## src/design/ipcf_pkg.sv

```systemverilog
// Package with shared types and constants for the pitch complementary filter.
`default_nettype none
package ipcf_pkg;

  localparam int unsigned AtanEntries = 24;

  // Configuration register indexes.
  typedef enum logic [1:0] {
    REG_ALPHA     = 2'd0,
    REG_GYRO_GAIN = 2'd1,
    REG_GYRO_BIAS = 2'd2
  } reg_idx_e;

  localparam logic [15:0] AlphaReset = 16'd64225;
  localparam logic [31:0] GainReset  = 32'd65574;
  localparam logic [23:0] BiasReset  = 24'd0;

  localparam logic signed [25:0] PitchMax   = 26'sd33554431;
  localparam logic signed [25:0] PitchMin   = -26'sd33554432;
  localparam logic signed [23:0] AccelLimit = 24'sd5898240;

  typedef enum logic [3:0] {
    ST_IDLE,
    ST_SQRT,
    ST_CORDIC,
    ST_ANGLE,
    ST_GMUL,
    ST_BMUL_A,
    ST_BMUL_B,
    ST_BLEND,
    ST_OUT
  } state_e;

  // Controller to datapath commands.
  typedef struct packed {
    logic load;
    logic sqrt_step;
    logic cordic_step;
    logic angle;
    logic gmul;
    logic bmul_a;
    logic bmul_b;
    logic blend;
  } cmd_t;

  // Datapath to controller status.
  typedef struct packed {
    logic sqrt_done;
    logic cordic_done;
  } status_t;

  // atan(2^-i) in degrees, Q.24, rounded.
  function automatic logic [29:0] atan_deg(input logic [4:0] i);
    logic [29:0] v;
    case (i)
      5'd0: v = 30'd754974720;  5'd1: v = 30'd445687602;
      5'd2: v = 30'd235489088;  5'd3: v = 30'd119537938;
      5'd4: v = 30'd60000934;   5'd5: v = 30'd30029717;
      5'd6: v = 30'd15018523;   5'd7: v = 30'd7509720;
      5'd8: v = 30'd3754917;    5'd9: v = 30'd1877466;
      5'd10: v = 30'd938734;    5'd11: v = 30'd469367;
      5'd12: v = 30'd234684;    5'd13: v = 30'd117342;
      5'd14: v = 30'd58671;     5'd15: v = 30'd29335;
      5'd16: v = 30'd14668;     5'd17: v = 30'd7334;
      5'd18: v = 30'd3667;      5'd19: v = 30'd1833;
      5'd20: v = 30'd917;       5'd21: v = 30'd458;
      5'd22: v = 30'd229;       5'd23: v = 30'd115;
      default: v = 30'd0;
    endcase
    return v;
  endfunction

endpackage
`default_nettype wire

```

## src/design/ipcf_ctrl.sv

```systemverilog
// Sequencing state machine for the pitch filter.
`default_nettype none
module ipcf_ctrl (
  input  var logic             clk_i,
  input  var logic             rst_ni,
  input  var logic             in_valid_i,
  output var logic             in_ready_o,
  output var logic             out_valid_o,
  input  var logic             out_ready_i,
  input  var ipcf_pkg::status_t sts_i,
  output var ipcf_pkg::cmd_t    cmd_o
);
  import ipcf_pkg::*;

  state_e state_q, state_d;

  always_ff @(posedge clk_i or negedge rst_ni) begin
    if (!rst_ni) begin
      state_q <= ST_IDLE;
    end else begin
      state_q <= state_d;
    end
  end

  // Next state and commands.
  always_comb begin
    state_d     = state_q;
    cmd_o       = '0;
    in_ready_o  = 1'b0;
    out_valid_o = 1'b0;
    unique case (state_q)
      ST_IDLE: begin
        in_ready_o = 1'b1;
        if (in_valid_i) begin
          cmd_o.load = 1'b1;
          state_d    = ST_SQRT;
        end
      end
      ST_SQRT: begin
        cmd_o.sqrt_step = 1'b1;
        if (sts_i.sqrt_done) state_d = ST_CORDIC;
      end
      ST_CORDIC: begin
        cmd_o.cordic_step = 1'b1;
        if (sts_i.cordic_done) state_d = ST_ANGLE;
      end
      ST_ANGLE: begin
        cmd_o.angle = 1'b1;
        state_d     = ST_GMUL;
      end
      ST_GMUL: begin
        cmd_o.gmul = 1'b1;
        state_d    = ST_BMUL_A;
      end
      ST_BMUL_A: begin
        cmd_o.bmul_a = 1'b1;
        state_d      = ST_BMUL_B;
      end
      ST_BMUL_B: begin
        cmd_o.bmul_b = 1'b1;
        state_d      = ST_BLEND;
      end
      ST_BLEND: begin
        cmd_o.blend = 1'b1;
        state_d     = ST_OUT;
      end
      ST_OUT: begin
        out_valid_o = 1'b1;
        in_ready_o  = out_ready_i;
        if (out_ready_i) begin
          if (in_valid_i) begin
            cmd_o.load = 1'b1;
            state_d    = ST_SQRT;
          end else begin
            state_d = ST_IDLE;
          end
        end
      end
      default: state_d = ST_IDLE;
    endcase
  end

endmodule
`default_nettype wire

```

## config.mk

```make
export PLATFORM = sky130hd
export DESIGN_NAME = ipcf_ctrl
export DESIGN_NICKNAME = d
export VERILOG_FILES = /design/src/design/ipcf_pkg.sv /design/src/design/ipcf_ctrl.sv
export SDC_FILE = /design/constraint.sdc
export NUM_CORES = 1
export LEC_CHECK = 0
export ABC_AREA = 1
export BUFFER_PORTS_ARGS = -buffer_cell sky130_fd_sc_hd__buf_2
export CAP_MARGIN = 20
export CORE_AREA = 2 2 39 41
export CTS_BUF_LIST = sky130_fd_sc_hd__clkbuf_4 sky130_fd_sc_hd__clkbuf_8
export DETAILED_ROUTE_END_ITERATION = 12
export DIE_AREA = 0 0 41 43
export PLACE_DENSITY_LB_ADDON = 0.05
export SYNTH_ARGS = -nofsm -noshare
export SYNTH_HDL_FRONTEND = slang
export SYNTH_SLANG_ARGS = --single-unit
```

## constraint.sdc

```tcl
create_clock -name clk_i -period 3.1 [get_ports clk_i]
set_input_delay 0.155 -clock clk_i [delete_from_list [all_inputs] [get_ports clk_i]]
set_output_delay 0.155 -clock clk_i [all_outputs]
set_load 0.03 [all_outputs]
```

==> flow_metrics.py <==
metrics = {
    "timing": {
        "finalSetupTns_ns": 0,
        "fin_skew_ns": 0.001403,
        "max_freq_ghz": 0.6702,
        "drv_slew": 0,
        "period_minus_slack_ns": 1.492,
        "whs_ns": 0.2243,
        "finalSetupViolations": 0,
        "relSlewSlack": 0.8412,
        "period_share": 0.4813,
        "tightest_slew_ns": 0.2382,
        "rsz0062_at_grt": "false",
        "finalHoldViolCount": 0,
    },
    "grt": {
        "grt_pass1_wl_um": 1366,
        "grt_pass1_vias": 323,
        "grt_overflow": 0,
        "antenna_found_initial": 0,
        "grt_max_degree": 8,
        "grt.total_usage": 0.1128,
    },
    "critical_path": {
        "cp_max_fo": 6,
        "cp.required_ns": 2.94,
        "crit_path_start_kind": "flop",
        "end_kind": "output pin",
        "critical_path_class": "flop to output pin",
        "arrival_ns": 1.34,
    },
    "logic_synthesis": {
        "synth.avg_cell_area_um2": 6.543,
        "synth-edff-count": 0,
        "syn_inst": 48,
        "synth_area_leaders": "dfrtp_1 32%, nor3_1 11%, inv_2 8.4%",
        "synth-async-reset-ratio": 1.000,
        "yosysWarnings": 0,
        "ys_seq_area_frac": 0.3187,
        "synth.top_cell.area_share": 0.3187,
        "synth_area_um2": 314.1,
        "yosys_register_bits": 4,
        "synth_ff_type": "dfrtp_1",
        "synth_nets": 54,
        "synth_top_area_cell": "dfrtp_1",
        "yosysUniqueCellTypes": 14,
        "synth_common_cells": "7 x inv_2, 7 x nand2_1, 7 x nor3_1",
    },
    "die": {
        "coreArea_mm2": 0.001384,
        "placementRows": 14,
        "ios": 16,
        "dieArea_mm2": 0.001763,
        "fp.dieW_um": 41,
        "initial_core_util": 0.2269,
        "die_h_um": 43,
    },
    "power": {
        "power.density_mw_per_mm2": 1178,
        "p_leak_nw": 0.2550,
        "peakVddDrop_v": 0.0003163,
    },
    "final_layout": {
        "reg.largest.list": "state_q (4)",
        "n_fill_cell": 169,
        "final_nets": 75,
        "area_delta_synth_final_pct": 40.64,
        "diodes": 0,
        "top_register": "state_q",
        "drive_gt1_frac": 0.4627,
        "largest_reg_flops": 4,
    },
    "clocking": {
        "cts_buffers": 3,
        "cts-htree-levels": 1,
        "clkTransAtPathRegs_ns": 0.04,
        "clock_latency_ns": 0.23,
        "clock-sinks": 4,
        "cts_max_path_buffers": 2,
        "cts_setup_buffers": 0,
        "cts-root-buf": "clkbuf_4",
        "cts_tree": "done",
    },
    "job": {
        "max-cap-violations": 0,
    },
    "detailed_routing": {
        "vias": 354,
        "drtAntennaViolNets": 0,
        "drc": 0,
        "dr.first_iter.drc_count": 1,
        "viasPerCell": 4.265,
        "drtPass1Iterations": 2,
        "wl_um": 748,
        "wl_per_cell_um": 9.012,
    },
    "worst_hold_path": {
        "hp-class": "primary input to flop",
    },
    "place": {
        "io_buffers": 15,
        "dpl.hpwl_um": 630.7,
        "gp_congestion": 0.7202,
    },
    "status": {
        "status": "completed",
    },
}
layout make-up:
cell class | count | area [um2] | area share
Sequential cell | 4 | 100.1 | 0.2266
Tap cell | 16 | 20.02 | 0.04533
Clock buffer | 3 | 22.52 | 0.05099
Inverter | 11 | 41.29 | 0.09348
Timing Repair Buffer | 16 | 85.08 | 0.1926
Multi-Input combinational cell | 33 | 172.7 | 0.3909
per-stage QoR:
stage	setup slack [ns]	cell area [um2]	instances	total power (W)	utilization
final	1.608	441.7	83	0.0005204	0.3192
after global routing	1.477	441.7	83	0.0005714	0.3192
after CTS	1.583	441.7	83	0.0005314	0.3192
after detailed placement	1.844	409.1	79	0.0004620	0.2957
after global placement	1.787	409.1	79	0.0004754	0.2957
after floorplan	1.597	314.1	48	0.0003777	-
logic make-up after synthesis:
group	share of synthesized area
AND/OR/NAND/NOR	0.4940
buffers and inverters	0.1315
flip-flops	0.3187
AO/OA/AOI/OAI	0.05576
metal layers:
layer  global-route usage  part of all wire
met5                    0                 0
met4              0.08000                 0
met3              0.01571             0.041
met2               0.1406              0.47
met1               0.1688              0.49
final timing paths:
kind	from	end	slack [ns]	cells past startpoint
max	state_q[1]$_DFFE_PN0P_	out_valid_o	1.61	4
min reg2reg	state_q[3]$_DFFE_PN0P_	state_q[1]$_DFFE_PN0P_	0.68	3
max in group asynchronous	rst_ni	state_q[3]$_DFFE_PN0P_	2.72	2
min in group asynchronous	rst_ni	state_q[0]$_DFFE_PN0P_	0.26	2
min	sts_i[1]	state_q[0]$_DFFE_PN0P_	0.22	4
max reg2reg	state_q[1]$_DFFE_PN0P_	state_q[1]$_DFFE_PN0P_	1.93	6
report_power, final:
part | switching [W] | leakage, nW | internal (W) | total [W]
clock network | 0.0000198 | 0.0138 | 0.0000432 | 0.0000630
registers | 0.0000430 | 0.0500 | 0.0000775 | 0.000120
logic | 0.000236 | 0.191 | 0.000101 | 0.000337
total | 0.000299 | 0.255 | 0.000221 | 0.000520
critical path: stages (launching register included):
cell     delay, ns
dfrtp_1       0.43
nor2_2        0.23
inv_2         0.08
nor3_1        0.13
buf_2         0.22
cells in the final DEF (no fill, tap or decap):
cell type / n
buf_2: 15
inv_2: 7
nor3_1: 7
nand2_1: 7
nor2_1: 5
nor2_2: 4
inv_1: 4
nand3_1: 4
dfrtp_1: 4
clkbuf_4: 3
nor2_4: 1
nor4_2: 1
o21bai_1: 1
o21ai_1: 1
nand4_1: 1
o21ai_0: 1
dlygate4sd3_1: 1
timing repair:
action,CTS,global route
hold buffers,1,0
resized for setup,0,0
endpoints found under the hold margin,4,0
(Power assumes the default switching activity.)
